**src/rtl/tac_pkg.sv**
```systemverilog
// tac_pkg: shared types, widths and constants of the trunnion kinematics block
// depends on nothing; used by every module under rtl

package tac_pkg;

  // fixed field width and internal widths
  localparam int DW       = 32;
  localparam int CFG_IW   = 3;
  localparam int ANG_FRAC = 24;
  localparam int ZW       = 35;
  localparam int XW       = 34;
  localparam int TW       = 32;
  localparam int VW       = DW + 3;
  localparam int SW       = 40;
  localparam int QF       = 30;
  localparam int NSLOT    = 14;
  localparam int ATAN_N   = 32;
  localparam int RND_HALF = 1 << (QF - 1);

  localparam logic [1:0] MODE_TRUNNION = 2'd1;
  localparam logic       FUNC_INV      = 1'b1;

  localparam logic signed [XW-1:0] CORDIC_GAIN = XW'(652032874);
  localparam logic signed [XW-1:0] TRIG_ONE    = XW'(1) <<< QF;
  localparam logic signed [ZW-1:0] ANG_HALF    = ZW'(180) <<< ANG_FRAC;
  localparam logic signed [ZW-1:0] ANG_QUARTER = ZW'(90) <<< ANG_FRAC;

  // atan(2^-i) in degrees, Q.24
  localparam logic signed [ZW-1:0] ATAN_TAB [ATAN_N] = '{
    35'sd754974720, 35'sd445687602, 35'sd235489088, 35'sd119537938,
    35'sd60000934,  35'sd30029717,  35'sd15018523,  35'sd7509720,
    35'sd3754917,   35'sd1877466,   35'sd938734,    35'sd469367,
    35'sd234684,    35'sd117342,    35'sd58671,     35'sd29335,
    35'sd14668,     35'sd7334,      35'sd3667,      35'sd1833,
    35'sd917,       35'sd458,       35'sd229,       35'sd115,
    35'sd57,        35'sd29,        35'sd14,        35'sd7,
    35'sd4,         35'sd2,         35'sd1,         35'sd0
  };

  typedef enum logic [CFG_IW-1:0] {
    REG_MODE     = 3'd0,
    REG_PIVOT_X  = 3'd1,
    REG_PIVOT_Y  = 3'd2,
    REG_PIVOT_Z  = 3'd3,
    REG_OFFSET_Y = 3'd4,
    REG_OFFSET_Z = 3'd5,
    REG_TOOL_LEN = 3'd6
  } cfg_reg_t;

  typedef struct packed {
    logic [1:0]             kins_mode;
    logic signed [DW-1:0]   pivot_x;
    logic signed [DW-1:0]   pivot_y;
    logic signed [DW-1:0]   pivot_z;
    logic signed [DW-1:0]   offset_y;
    logic signed [DW-1:0]   offset_z;
    logic signed [DW-1:0]   tool_length;
  } kin_cfg_t;

  typedef struct packed {
    logic                 func;
    logic signed [DW-1:0] in_x;
    logic signed [DW-1:0] in_y;
    logic signed [DW-1:0] in_z;
    logic signed [DW-1:0] in_a;
    logic signed [DW-1:0] in_c;
  } in_item_t;

  typedef struct packed {
    logic signed [DW-1:0] out_x;
    logic signed [DW-1:0] out_y;
    logic signed [DW-1:0] out_z;
    logic signed [DW-1:0] out_a;
    logic signed [DW-1:0] out_c;
    logic                 saturated;
  } out_item_t;

  // request fields that ride alongside the arithmetic
  typedef struct packed {
    logic                 func;
    logic                 trun;
    logic signed [DW-1:0] x;
    logic signed [DW-1:0] y;
    logic signed [DW-1:0] z;
    logic signed [DW-1:0] a;
    logic signed [DW-1:0] c;
  } side_t;

  typedef struct packed {
    side_t                side;
    logic signed [ZW-1:0] za;
    logic signed [ZW-1:0] zc;
    logic                 flip_a;
    logic                 flip_c;
  } q_item_t;

  typedef struct packed {
    logic full;
    logic empty;
  } q_stat_t;

endpackage

```
**src/rtl/tac_fifo.sv**
```systemverilog
// tac_fifo: short request queue between the front and back parts
// depends on tac_pkg

module tac_fifo (
  input  logic             clk,
  input  logic             rst_n,
  input  logic             push,
  input  tac_pkg::q_item_t push_data,
  input  logic             pop,
  output tac_pkg::q_item_t pop_data,
  output tac_pkg::q_stat_t q_stat
);
  import tac_pkg::*;

  localparam int DEPTH = 4;
  localparam int AW    = $clog2(DEPTH);

  q_item_t        mem_r [DEPTH];
  logic [AW-1:0]  wr_r, rd_r;
  logic [AW:0]    cnt_r;

  assign q_stat.full  = (cnt_r == (AW + 1)'(DEPTH));
  assign q_stat.empty = (cnt_r == '0);
  assign pop_data     = mem_r[rd_r];

  // storage
  always_ff @(posedge clk) begin
    if (push) begin
      mem_r[wr_r] <= push_data;
    end
  end

  // pointers and fill count
  always_ff @(posedge clk) begin
    if (!rst_n) begin
      wr_r  <= '0;
      rd_r  <= '0;
      cnt_r <= '0;
    end else begin
      if (push) wr_r <= wr_r + 1'b1;
      if (pop)  rd_r <= rd_r + 1'b1;
      if (push && !pop)      cnt_r <= cnt_r + 1'b1;
      else if (pop && !push) cnt_r <= cnt_r - 1'b1;
    end
  end

  a_no_overflow: assert property (@(posedge clk) disable iff (!rst_n)
    push |-> !q_stat.full) else $error("queue push while full");

  a_no_underflow: assert property (@(posedge clk) disable iff (!rst_n)
    pop |-> !q_stat.empty) else $error("queue pop while empty");

  a_count_up: assert property (@(posedge clk) disable iff (!rst_n)
    push && !pop |=> cnt_r == $past(cnt_r) + 1'b1) else $error("queue count slip");

endmodule

```
**config.mk**
```make
export PLATFORM = sky130hd
export DESIGN_NAME = tac_fifo
export DESIGN_NICKNAME = d
export VERILOG_FILES = /design/src/rtl/tac_pkg.sv /design/src/rtl/tac_fifo.sv
export SDC_FILE = /design/constraint.sdc
export NUM_CORES = 1
export LEC_CHECK = 0
export BUFFER_PORTS_ARGS = -buffer_cell sky130_fd_sc_hd__buf_2
export CORE_ASPECT_RATIO = 0.9
export CORE_MARGIN = 2
export CORE_UTILIZATION = 50
export CTS_BUF_LIST = sky130_fd_sc_hd__clkbuf_4 sky130_fd_sc_hd__clkbuf_8
export DETAILED_ROUTE_END_ITERATION = 10
export GPL_TIMING_DRIVEN = 0
export PLACE_DENSITY = 0.74
export SYNTH_ARGS = -nofsm -noshare
export SYNTH_HDL_FRONTEND = slang
export SYNTH_SLANG_ARGS = --single-unit
```
**constraint.sdc**
```tcl
create_clock -name clk -period 5.9 [get_ports clk]
set_clock_uncertainty 0.1 [all_clocks]
set_input_delay 0 -clock clk [delete_from_list [all_inputs] [get_ports clk]]
set_output_delay 0 -clock clk [all_outputs]
set_load 0.1 [all_outputs]
```
Yosys cells after proc, flatten, opt, wreduce, memory -nomap -nowiden
Memories as Yosys holds them, arrays and structs flattened. A register that Yosys moved wholly into a read port is not among the register bits.
Index checks and enable logic that the tools add are counted.
- memory bits (read-only): 0
- RAM bits: 936
- register bits after elaboration: 7
- memories: 1
- latch bits: 0
- logic and storage cells: 21
- mux-type cells: 6
- equality and inequality tests: 1
- reduce and logical (&&, ||, !) cells: 6
- bitwise gates (word level): 0
- order comparisons: 0
- shift operators: 0
- div/mod/pow operators: 0
- $mul: 0
- $add $sub $neg: 4
- memories (name ; depth ; width ; rd ports ; clocked after memory_dff ; wr ports ; RTL line ; source):
    mem_r ; 4 ; 234 ; 1 ; 1 ; 1 ; tac_fifo.sv:18 ; q_item_t mem_r [DEPTH];
- operator list (kind ; count):
    $mux 3 ; 2
    $add 2x1->2 const B ; 2
    $mux 2 ; 2
    $add 3x1->3 const B ; 1
    $eq 3x3->1 const B ; 1
    $logic_not 3->1 ; 1
    $sub 3x1->3 const B ; 1
    $logic_and 1x1->1 ; 2
    $logic_not 1->1 ; 2
    $mux 1 ; 2
    $reduce_bool 2->1 ; 1

Longest topological paths before layout
- word-level depth: 4
- mapped depth: 7
- gate-level depth less buffers: 7

Least setup slack after synthesis
Ideal clock, no wire load.
- path kind: flip-flop to flip-flop
- start: reg wr_r[0]
- end: mem mem_r[0][0] (netlist bit) (enable)
- arrival time: 5851 ps
- slack: -674 ps
- library setup time: 623 ps
- stages on the path, launching flop included: 4
- period minus slack after synthesis: 6574 ps
- buffers on the path: 0
- cells stage by stage: dfxtp_1 -> inv_1 -> ha_1 -> and2_1
- RTL lines (element ; RTL line ; source):
    start, declared ; tac_fifo.sv:19 ; logic [AW-1:0] wr_r, rd_r;
    start signal, assigned ; tac_fifo.sv:40 ; if (push) wr_r <= wr_r + 1'b1;
    end, declared ; tac_fifo.sv:18 ;
No word-level cell before the write port.

==> results.py <==
metrics = {
    "status": {
        "outcome": "completed",
    },
    "critical_path": {
        "cp_max_fo": 10,
        "cp_common_cell": "buf_2",
        "slowest_delay_ns": 0.47,
        "cp.required_ns": 5.80,
        "path_class": "flip-flop to output pin",
        "crit_slowest_cell": "buf_2",
        "crit_family": "buffers and inverters",
        "cp-start-kind": "flip-flop",
        "crit_chain": "buf_2 -> buf_2 -> buf_2 -> mux4_2 -> buf_2",
        "cp.arrival_ns": 3.01,
        "end_kind": "output pin",
        "cp_num_buf_inv": 4,
    },
    "route": {
        "vias_per_cell": 5.330,
        "first_pass_iters": 7,
        "wire_per_inst_um": 23.54,
        "via_count": 17850,
        "antenna_left": 0,
        "drcViolationCount": 0,
        "drt_iter0_drc": 1463,
        "drt-total-wl_mm": 78.86,
    },
    "global_routing": {
        "met1_usage_pct": 27.27,
        "gr-max-usage-layer": "met2",
        "gr-total-overflow": 0,
        "grt_pass1_wl_mm": 118.0,
        "grt_use_met2_pct": 38.43,
        "grt_pass1_vias": 19580,
        "grtUsageTotal_pct": 22.61,
        "grt_max_degree": 58,
        "antenna_found_initial": 8,
        "use_met3_pct": 7.177,
    },
    "sta": {
        "finalHoldViolations": 0,
        "period_needed_ns": 3.112,
        "finalMaxSlewViolations": 0,
        "max_freq_mhz": 321.4,
        "setup_violations": 0,
        "fin_crit_sh_pct": 52.74,
        "setup_slack_ns": 2.788,
        "tightest_slew_ns": 0.8508,
        "slew_headroom_pct": 43.28,
        "rsz0062_at_grt": "no",
    },
    "yosys": {
        "synth.area.mux_share_pct": 15.47,
        "synth_compound_area_share_pct": 0.03659,
        "synthAdderAreaFrac_pct": 0.2415,
        "synth_warnings": 0,
        "synth_area_um2": 34190,
        "synthCells": 1265,
        "avgSynthCellArea_um2": 27.03,
        "synth_nets": 1509,
        "yosys.area_share.simple_pct": 0.2671,
        "synth_top_family_by_area": "multiplexers",
        "ys_ff_latch": 945,
        "ys.flop_type": "edfxtp_1",
        "async_flop_share_pct": 0,
        "synth_edf_count": 936,
        "synth-seq-area-share_pct": 82.73,
        "synth-xor-area-share_pct": 0.1281,
        "ys_types": 21,
    },
    "layout": {
        "nNetsFinal": 2618,
        "drive_above_1_share_pct": 39.80,
        "postLayoutCoreUtil_pct": 67.62,
        "fillers": 4004,
        "stdcell_count": 3350,
        "ff_latch_area_um2": 28290,
        "design_area_um2": 45530,
        "multiInputGateArea_um2": 5530,
        "area_delta_synth_final_pct": 33.17,
    },
    "pwr": {
        "power_density_nw_per_um2": 360.9,
        "leakagePower_nw": 15.79,
        "ir_drop_mv": 0.4668,
    },
    "floorplanning": {
        "core_area_um2": 67340,
        "dieArea_um2": 70500,
        "num_rows": 90,
        "io_pins": 474,
        "die_w_um": 279.7,
        "start_util_pct": 50.78,
        "die_y_um": 252.1,
    },
    "clocking": {
        "clk_pin_slew_ns": 0.06,
        "h-tree-depth": 4,
        "cts_sinks": 945,
        "cts_resized": 0,
        "cts_buffer_depth": 3,
        "cts_buffers": 145,
        "postCtsSetupBuffers": 0,
        "clk_latency_ns": 0.76,
        "cts-root-buf": "clkbuf_8",
        "cts_tree": "built",
    },
    "place": {
        "gp_congestion": 0.7597,
        "dp_slack_ns": 3.364,
        "hpwl_mm": 43.69,
        "place_area_um2": 38100,
        "port_buffers": 473,
        "dpl.cell_count": 2628,
    },
    "hold_path": {
        "hold_path.class": "input pin to flip-flop",
    },
    "flow_run": {
        "maxCapViolCount": 0,
    },
}
==> Yosys cell counts, types with 2 or more instances <==
master	n	area, um2
buf_6	19	214.0
xor2_1	3	26.28
mux2i_1	2	20.02
xnor2_1	2	17.52
mux4_2	234	5270
nor2b_1	2	12.51
edfxtp_1	936	28110
clkbuf_1	6	22.52
dfxtp_1	9	180.2
inv_1	4	15.01
ha_1	5	62.56
buf_2	26	130.1
and2_1	9	56.30
==> path summary, 6_finish.rpt <==
check,startpoint,end,cells past startpoint,slack (ns)
hold reg to reg,cnt_r[2]$_SDFFE_PN0P_,cnt_r[2]$_SDFFE_PN0P_,2,0.41
setup / recovery,flip-flop,pop_data[130],5,2.79
setup reg to reg,wr_r[1]$_SDFFE_PN0P_,mem_r[0][136]$_DFFE_PP_,5,3.35
hold / removal,pop,rd_r[0]$_SDFFE_PN0P_,4,0.13
==> worst min-delay path: cells and delay by family <==
| kind | cells | cell delay (ns) |
|---|---|---|
| xor gates and xnor gates | 1 | 0.08 |
| buffers and inverters | 2 | 0.70 |
| and+or+nand+nor | 1 | 0.15 |
==> through the flow <==
stage | setup TNS (ns) | power (mW) | hold WS, ns
floorplan | 0 | 10.52 | -0.001131
global placement | -158.36 | 11.11 | 0.1082
detailed placement | 0 | 11.14 | 0.1158
CTS | 0 | 16.46 | 0.00004796
global route | 0 | 16.96 | 0.07028
finish | 0 | 16.43 | 0.1328
==> power by group <==
group | total [mW] | internal, mW | switching, mW
logic | 3.48 | 0.868 | 2.61
registers | 7.80 | 7.72 | 0.0766
clock network | 5.16 | 2.71 | 2.45
==> cells in the final DEF (no fill, tap or decap), types with 2 or more instances in the layout <==
master / instances
and2_1: 5
and2_4: 4
buf_16: 15
buf_2: 499
buf_6: 19
bufinv_16: 2
clkbuf_1: 6
clkbuf_4: 47
clkbuf_8: 148
clkinv_1: 32
clkinv_2: 6
clkinv_8: 2
dfxtp_1: 9
diode_2: 6
dlygate4sd3_1: 473
edfxtp_1: 936
ha_1: 5
inv_1: 4
inv_6: 3
inv_8: 2
mux2i_1: 2
mux4_2: 234
nor2b_1: 2
xnor2_1: 2
xor2_1: 3
==> registers in the layout, summed over array words and instances (netlist names), named ones only <==
name   cells
rd_r       2
cnt_r      3
wr_r       2
mem_r    936
==> logic make-up after synthesis <==
group | after synthesis
fa+ha+maj | 6
mux | 236
xor+xnor | 5
flops | 945
simple gates | 15
compound gates | 2
buf+inv | 56
==> timing repair <==
item,4_1_cts,5_1_grt
endpoints found under the setup margin,0,0
hold endpoints to repair,1077,0
hold buffers,473,0
==> area by class of cell <==
class                           instances  share of cell area, %
Sequential cell                       945                  62.12
Clock inverter                         48                 0.6567
Clock buffer                          195                  5.248
Tap cell                              874                  2.402
Antenna cell                            6                0.03297
Inverter                                4                0.03297
Timing Repair Buffer                  962                  16.55
Buffer                                 52                 0.8133
Multi-Input combinational cell        264                  12.15
==> metal layers <==
layer / wire, um / vias up / share of wire, %
li1: - / 7761 / -
met1: 28550 / 9210 / 36
met2: 41220 / 725 / 52
met3: 7001 / 150 / 8.9
met4: 2032 / 8 / 2.6
met5: 51 / - / 0.065
Note: power is estimated with default switching activity, not from simulation.
