--- src/rtl/tac_pkg.sv ---
// tac_pkg: shared types, widths and constants of the trunnion kinematics block
// depends on nothing; used by every module under rtl

package tac_pkg;

  // fixed field width and internal widths
  localparam int DW       = 32;
  localparam int CFG_IW   = 3;
  localparam int ANG_FRAC = 24;
  localparam int ZW       = 35;
  localparam int XW       = 34;
  localparam int TW       = 32;
  localparam int VW       = DW + 3;
  localparam int SW       = 40;
  localparam int QF       = 30;
  localparam int NSLOT    = 14;
  localparam int ATAN_N   = 32;
  localparam int RND_HALF = 1 << (QF - 1);

  localparam logic [1:0] MODE_TRUNNION = 2'd1;
  localparam logic       FUNC_INV      = 1'b1;

  localparam logic signed [XW-1:0] CORDIC_GAIN = XW'(652032874);
  localparam logic signed [XW-1:0] TRIG_ONE    = XW'(1) <<< QF;
  localparam logic signed [ZW-1:0] ANG_HALF    = ZW'(180) <<< ANG_FRAC;
  localparam logic signed [ZW-1:0] ANG_QUARTER = ZW'(90) <<< ANG_FRAC;

  // atan(2^-i) in degrees, Q.24
  localparam logic signed [ZW-1:0] ATAN_TAB [ATAN_N] = '{
    35'sd754974720, 35'sd445687602, 35'sd235489088, 35'sd119537938,
    35'sd60000934,  35'sd30029717,  35'sd15018523,  35'sd7509720,
    35'sd3754917,   35'sd1877466,   35'sd938734,    35'sd469367,
    35'sd234684,    35'sd117342,    35'sd58671,     35'sd29335,
    35'sd14668,     35'sd7334,      35'sd3667,      35'sd1833,
    35'sd917,       35'sd458,       35'sd229,       35'sd115,
    35'sd57,        35'sd29,        35'sd14,        35'sd7,
    35'sd4,         35'sd2,         35'sd1,         35'sd0
  };

  typedef enum logic [CFG_IW-1:0] {
    REG_MODE     = 3'd0,
    REG_PIVOT_X  = 3'd1,
    REG_PIVOT_Y  = 3'd2,
    REG_PIVOT_Z  = 3'd3,
    REG_OFFSET_Y = 3'd4,
    REG_OFFSET_Z = 3'd5,
    REG_TOOL_LEN = 3'd6
  } cfg_reg_t;

  typedef struct packed {
    logic [1:0]             kins_mode;
    logic signed [DW-1:0]   pivot_x;
    logic signed [DW-1:0]   pivot_y;
    logic signed [DW-1:0]   pivot_z;
    logic signed [DW-1:0]   offset_y;
    logic signed [DW-1:0]   offset_z;
    logic signed [DW-1:0]   tool_length;
  } kin_cfg_t;

  typedef struct packed {
    logic                 func;
    logic signed [DW-1:0] in_x;
    logic signed [DW-1:0] in_y;
    logic signed [DW-1:0] in_z;
    logic signed [DW-1:0] in_a;
    logic signed [DW-1:0] in_c;
  } in_item_t;

  typedef struct packed {
    logic signed [DW-1:0] out_x;
    logic signed [DW-1:0] out_y;
    logic signed [DW-1:0] out_z;
    logic signed [DW-1:0] out_a;
    logic signed [DW-1:0] out_c;
    logic                 saturated;
  } out_item_t;

  // request fields that ride alongside the arithmetic
  typedef struct packed {
    logic                 func;
    logic                 trun;
    logic signed [DW-1:0] x;
    logic signed [DW-1:0] y;
    logic signed [DW-1:0] z;
    logic signed [DW-1:0] a;
    logic signed [DW-1:0] c;
  } side_t;

  typedef struct packed {
    side_t                side;
    logic signed [ZW-1:0] za;
    logic signed [ZW-1:0] zc;
    logic                 flip_a;
    logic                 flip_c;
  } q_item_t;

  typedef struct packed {
    logic full;
    logic empty;
  } q_stat_t;

endpackage

--- src/rtl/tac_front.sv ---
// tac_front: accepts requests, tags the mode and reduces both angles to [-90,90]
// depends on tac_pkg; feeds tac_fifo

module tac_front #(
  parameter int FRAC_BITS = 16
) (
  input  logic              clk,
  input  logic              rst_n,
  input  logic              in_valid,
  output logic              in_ready,
  input  tac_pkg::in_item_t in_data,
  input  logic [1:0]        kins_mode,
  input  tac_pkg::q_stat_t  q_stat,
  output logic              push,
  output tac_pkg::q_item_t  push_data
);
  import tac_pkg::*;

  localparam int IW   = DW - FRAC_BITS;
  localparam int IPW  = IW + 1;
  localparam int SH   = IW + 2;
  localparam int OFFS = 360 * (((1 << (IW - 1)) + 359) / 360);
  localparam logic [SH-1:0] RECIP = SH'((1 << SH) / 360);
  localparam int FSH  = ANG_FRAC - FRAC_BITS;

  logic v1_r, v2_r, v3_r;
  logic en;
  side_t side_in, s1_r, s2_r, s3_r;

  logic [IPW-1:0]          ipu2_r  [2];
  logic [IPW-1:0]          q2_r    [2];
  logic [FRAC_BITS-1:0]    frac2_r [2];
  logic signed [ZW-1:0]    z3_r    [2];
  logic                    flip3_r [2];

  // stall only when the last stage holds a request the queue cannot take
  assign en       = !v3_r || !q_stat.full;
  assign in_ready = en;
  assign push     = v3_r && !q_stat.full;

  // classify at accept
  always_comb begin
    side_in.func = in_data.func;
    side_in.trun = (kins_mode == MODE_TRUNNION);
    side_in.x    = in_data.in_x;
    side_in.y    = in_data.in_y;
    side_in.z    = in_data.in_z;
    side_in.a    = in_data.in_a;
    side_in.c    = in_data.in_c;
  end

  always_ff @(posedge clk) begin
    if (!rst_n) begin
      v1_r <= 1'b0;
      v2_r <= 1'b0;
      v3_r <= 1'b0;
    end else if (en) begin
      v1_r <= in_valid;
      v2_r <= v1_r;
      v3_r <= v2_r;
    end
  end

  always_ff @(posedge clk) begin
    if (en) begin
      s1_r <= side_in;
      s2_r <= s1_r;
      s3_r <= s2_r;
    end
  end

  // angle reduction mod 360 and fold into [-90,90]
  for (genvar g = 0; g < 2; g++) begin : g_ang
    logic signed [DW-1:0]  ang;
    logic [IPW-1:0]        ipu;
    logic [IPW+SH-1:0]     qprod;
    logic [IPW-1:0]        rem;
    logic [9:0]            rem10;
    logic [8:0]            rdeg;
    logic signed [ZW-1:0]  zr;
    logic signed [ZW-1:0]  zw;
    logic signed [ZW-1:0]  zf;
    logic                  fl;

    assign ang = (g == 0) ? s1_r.a : s1_r.c;

    // offset integer degrees to non-negative, quotient by reciprocal
    assign ipu   = IPW'(signed'(ang[DW-1:FRAC_BITS])) + IPW'(OFFS);
    assign qprod = ipu * RECIP;

    always_ff @(posedge clk) begin
      if (en) begin
        ipu2_r[g]  <= ipu;
        q2_r[g]    <= qprod[IPW+SH-1:SH];
        frac2_r[g] <= ang[FRAC_BITS-1:0];
      end
    end

    // remainder with one correction step
    assign rem   = ipu2_r[g] - IPW'(q2_r[g] * 10'd360);
    assign rem10 = rem[9:0];
    assign rdeg  = (rem10 >= 10'd360) ? 9'(rem10 - 10'd360) : rem10[8:0];
    assign zr    = ZW'({rdeg, frac2_r[g]}) <<< FSH;
    assign zw    = (zr >= ANG_HALF) ? zr - (ANG_HALF <<< 1) : zr;

    always_comb begin
      zf = zw;
      fl = 1'b0;
      if (zw > ANG_QUARTER) begin
        zf = ANG_HALF - zw;
        fl = 1'b1;
      end else if (zw < -ANG_QUARTER) begin
        zf = -ANG_HALF - zw;
        fl = 1'b1;
      end
    end

    always_ff @(posedge clk) begin
      if (en) begin
        z3_r[g]    <= zf;
        flip3_r[g] <= fl;
      end
    end
  end

  always_comb begin
    push_data.side   = s3_r;
    push_data.za     = z3_r[0];
    push_data.zc     = z3_r[1];
    push_data.flip_a = flip3_r[0];
    push_data.flip_c = flip3_r[1];
  end

endmodule

--- config.mk ---
export PLATFORM = sky130hd
export DESIGN_NAME = tac_front
export DESIGN_NICKNAME = d
export VERILOG_FILES = /design/src/rtl/tac_pkg.sv /design/src/rtl/tac_front.sv
export SDC_FILE = /design/constraint.sdc
export NUM_CORES = 1
export LEC_CHECK = 0
export BUFFER_PORTS_ARGS = -buffer_cell sky130_fd_sc_hd__buf_2
export CAP_MARGIN = 20
export CORE_MARGIN = 2
export CORE_UTILIZATION = 59
export DETAILED_ROUTE_END_ITERATION = 16
export GPL_TIMING_DRIVEN = 1
export PLACE_DENSITY_LB_ADDON = 0.08
export REMOVE_ABC_BUFFERS = 1
export SLEW_MARGIN = 20
export SYNTH_ARGS = -nofsm -noshare
export SYNTH_HDL_FRONTEND = slang
export SYNTH_SLANG_ARGS = --single-unit
--- constraint.sdc ---
create_clock -name clk -period 42.6 [get_ports clk]
set_clock_uncertainty 0.15 [all_clocks]
set_input_delay 10.65 -clock clk [delete_from_list [all_inputs] [get_ports clk]]
set_output_delay 10.65 -clock clk [all_outputs]
set_load 0.01 [all_outputs]
After elaboration in Yosys (flattened, before gate mapping)
Memory sizes are Yosys's and may differ from the RTL's.
Index checks and enable logic that the tools add are counted.
W data, S select, Z words.
{ "op_classes": {"muxes": 14, "addsub": 12, "n_mul": 4, "n_reduce_logical": 4, "n_lt_le_gt_ge": 8, "shift": 0, "eq_ne": 1, "n_div": 0, "bitwise": 0} }
{ "ops": {"columns": ["op", "count"], "rows": [
  ["$mux W35", 6],
  ["$sub A33 B35 Y35 const A", 4],
  ["$gt A35 B32 Y1 const B", 2],
  ["$lt A35 B32 Y1 const B", 2],
  ["$sub A33 B33 Y34 const B", 2],
  ["$ge A33 B32 Y1 const B", 2],
  ["$mul A17 B7 Y24 const B", 2],
  ["$add A16 B17 Y17 const B", 2],
  ["$mul A17 B6 Y7 const B", 2],
  ["$ge A10 B9 Y1 const B", 2],
  ["$sub A10 B10 Y10", 2],
  ["$mux W9", 2],
  ["$sub A9 B9 Y9 const B", 2],
  ["$mux W1", 6],
  ["$eq A2 B1 Y1 const B", 1],
  ["$logic_not A1 Y1", 2],
  ["$logic_and A1 B1 Y1", 1],
  ["$logic_or A1 B1 Y1", 1]
]} }
{ "word_totals": {"memories": 5, "mem_bits_rw": 156, "elab_cells": 72, "latch_bits": 0, "out_inout_bits": 236, "input_bits": 168, "ff_bits": 489, "mem_bits_ro": 0} }
{ "mem_list": {"columns": ["memory", "depth", "width", "read_ports", "rd_clocked_by_memory_dff", "wr", "line", "text"], "rows": [
  ["z3_r", 2, 35, 2, 0, 2, "tac_front.sv:33", "logic signed [ZW-1:0] z3_r [2];"],
  ["ipu2_r", 2, 17, 2, 0, 2, "tac_front.sv:30", "logic [IPW-1:0] ipu2_r [2];"],
  ["frac2_r", 2, 16, 2, 0, 2, "tac_front.sv:32", "logic [FRAC_BITS-1:0] frac2_r [2];"],
  ["q2_r", 2, 9, 2, 0, 2, "tac_front.sv:31", "logic [IPW-1:0] q2_r [2];"],
  ["flip3_r", 2, 1, 2, 0, 2, "tac_front.sv:34", "logic flip3_r [2];"]
]} }

Depth between registers and ports, before layout
An unclocked memory read counts as a cell.
{ "depth": {"word_depth": 10, "mapped_depth": 26, "ltp_nobuf": 24} }

Worst setup path after synthesis
Ideal clock, no wire load.
{ "synth_path": {"kind": "input -> output", "startpoint": "input port q_stat[1] in the netlist's numbering", "endpoint": "output port in_ready", "stages": 1, "t_arrival_ns": 22.515, "path_buffers": 0, "required_time_ns": 31.800, "setup_slack_ns": 9.285, "cell_sequence": "nand2_1"} }
{ "synth_between": {"elab_chain_len": 2} }
{ "synth_lines": {"columns": ["element", "line", "text"], "rows": [
  ["from (decl)", "tac_front.sv:13", "input tac_pkg::q_stat_t q_stat,"],
  ["$logic_not A1 Y1", "tac_front.sv:37", "assign en = !v3_r || !q_stat.full;"],
  ["$logic_or A1 B1 Y1", "tac_front.sv:37", null],
  ["to (decl)", "tac_front.sv:10", "output logic in_ready,"]
]} }
Every way passes these cells.

Final worst setup path
Same ends and word-level chain as after synthesis.

==> results.yml <==
place:
  gp_congestion: 0.8644
  port_buffers: 386
  dp_hpwl_mm: 34.53
  dp.cells: 2451
  place_area_sq_um: 27680
timing:
  max_freq_mhz: 44.76
  min_period_ps: 22340
  hold_viol_final: 0
  max-slew-margin-rel_pct: 28.04
  tightest_slew_ps: 1079
  finalMaxSlewViolations: 0
  grt_setup_unrepaired: "false"
  setup_tns_ps: 0
  period_share_pct: 52.44
  finalSetupViolCount: 0
routing:
  vias_per_cell: 5.334
  drc_errors: 0
  wl_mm: 47.08
  wire_per_inst_microns: 18.38
  drt_pass1_iterations: 5
  num_vias: 13660
  ant_nets: 0
  first_iter_violations: 788
grt:
  use_met3_pct: 5.289
  antenna_found_initial: 8
  grt_pass1_vias: 13560
  top_usage_layer: "met2"
  grt-ovfl-total: 0
  grt_pass1_wl_mm: 71.26
  grt_max_degree: 205
  met1_usage_pct: 25.86
  grt_util_all_layers_pct: 20.97
  use_met2_pct: 35.78
worst_setup_path:
  crit_slowest_cell: "nand2_4"
  crit_family: "simple AND/OR/NAND/NOR gates"
  crit_buf_inv: 2
  crit_type: "primary input to output pin"
  critical_path.cell_chain: "buf_2 > nand2_4 > buf_2"
  cp_max_fo: 53
  crit_required_ps: 31800
  cp.arrival_ps: 11540
  critPathMostFrequentCell: "buf_2"
  end_kind: "output pin"
  start_kind: "primary input"
  max_stage_delay_ps: 500
synth:
  synth_edf_count: 564
  yosysTopAreaCell: "edfxtp_1"
  ys_warn_count: 0
  yosysTopAreaCellShare_pct: 67.36
  ys_seq_area_share_pct: 67.60
  synth_cells: 1534
  yosysMostFrequentCell: "edfxtp_1"
  syn_area_sq_um: 25140
  async_flop_share_pct: 0
  synth_area_leaders: "edfxtp_1 67%, fa_1 6.8%, ha_1 6.6%"
  ys.flop_type: "edfxtp_1"
  synth.avg_cell_area_sq_um: 16.39
  synth.distinct_cells: 91
  synthTopCellsByCount: "564 x edfxtp_1, 140 x inv_1, 132 x ha_1"
  ys_ff_latch: 567
cts:
  clockBufferDepth: 3
  cts_resized: 0
  cts_buffers: 56
  hold_buffers: 0
  cts-root-buf: "clkbuf_16"
  cts_setup_buffers: 0
  cts_tree: "yes"
  htree_levels: 2
  worstSkewPairLatency_ps: 600
  clkTransAtPathRegs_ps: 70
  numClockSinks: 567
floorplanning:
  pin_count: 404
  die_area_sq_um: 44290
  placeableCoreArea_sq_um: 42040
  start_util_pct: 59.81
  rows: 75
  dieHeight_microns: 210.4
  die_w_microns: 210.4
cells_and_area:
  fin_area_sq_um: 29400
  finalNonFillerCells: 2561
  final_layout_size_suffix_gt1_share_pct: 25.68
  fin_nets: 2356
  syn_to_final_growth_pct: 16.94
  nFillCells: 2839
  multi_input_area_sq_um: 7483
  ff_latch_area_sq_um: 17000
worst_hold_path:
  hold_path.class: "flop to flop"
status:
  status: "complete, no violations"
flow_run:
  cap_violations: 0
-- state kept, by name (all words and copies together) (netlist names) --
register   cells
push_data    162
s2_r         162
s1_r          98
g_ang.ang     64
z3_r          52
q2_r          14
ipu2_r        10
flip3_r        2
v1_r           1
v2_r           1
v3_r           1
-- kinds of logic (layout without fill, tap and decap cells) --
family	after synthesis	after routing	synth area share (%)
AOI/OAI and AO/OA	215	215	6.399
other	1	25	0.01491
buffers and inverters	170	634	2.916
DFF	567	567	67.60
muxes	5	5	0.2239
and+or+nand+nor	244	244	5.116
xor gates and xnor gates	114	114	4.319
adders and majority gates	218	218	13.42
-- layer usage --
metal  vias to the layer above  wire, microns
li1                       6551              -
met1                      6625          18380
met2                       407          24010
met3                        78           3419
met4                         0           1271
met5                         -              0
-- per-stage QoR --
stage / hold WS (ps) / worst slack [ps] / util, %
after floorplan: 250.3 / 9285 / -
after global placement: 250.2 / 20260 / 65.83
after detailed placement: 254.5 / 20240 / 65.83
after CTS: 261.8 / 20240 / 69.89
after global routing: 265.0 / 20160 / 69.93
final: 257.3 / 20260 / 69.94
-- layout by cell type (no fill, tap or decap), types with 5 or more instances in the layout --
cell type	n
a211oi_1	11
a21boi_0	6
a21o_1	15
a21oi_1	31
a31oi_1	8
and2_1	7
buf_2	386
buf_4	6
clkbuf_1	11
clkbuf_16	56
clkinv_1	15
clkinv_2	8
clkinvlp_4	5
conb_1	16
diode_2	9
edfxtp_1	564
fa_1	86
ha_1	132
inv_1	140
nand2_1	45
nand2b_1	11
nand3_1	19
nand4_1	6
nor2_1	56
nor2b_1	12
nor3_1	28
nor3_2	9
nor4_1	11
o211ai_1	18
o21a_1	7
o21ai_0	33
o21ai_1	18
o31ai_1	5
o32ai_1	6
or2_1	5
or2_2	6
or3_1	8
xnor2_1	67
xnor2_2	5
xor2_1	38
-- cell type report --
| type | count | area share (%) |
|---|---|---|
| Antenna cell | 9 | 0.07660 |
| Timing Repair Buffer | 393 | 6.792 |
| Clock inverter | 34 | 0.8894 |
| Tap cell | 539 | 2.294 |
| Inverter | 140 | 1.787 |
| Clock buffer | 67 | 4.906 |
| Sequential cell | 567 | 57.80 |
| Multi-Input combinational cell | 812 | 25.45 |
-- worst paths after layout --
path,startpoint,to,slack (ps),depth (start not counted)
setup / recovery,q_stat[1],in_ready,20260,3
hold / removal,s2_r[133],push_data[205],260,0
setup reg to reg,q2_r[0][13],z3_r[0][44],35620,23
hold reg to reg,s2_r[133],push_data[205],260,0
Power is left out: the tool's default activity adds up to more than one toggle a clock period on the data nets, which glitch-free logic cannot reach.
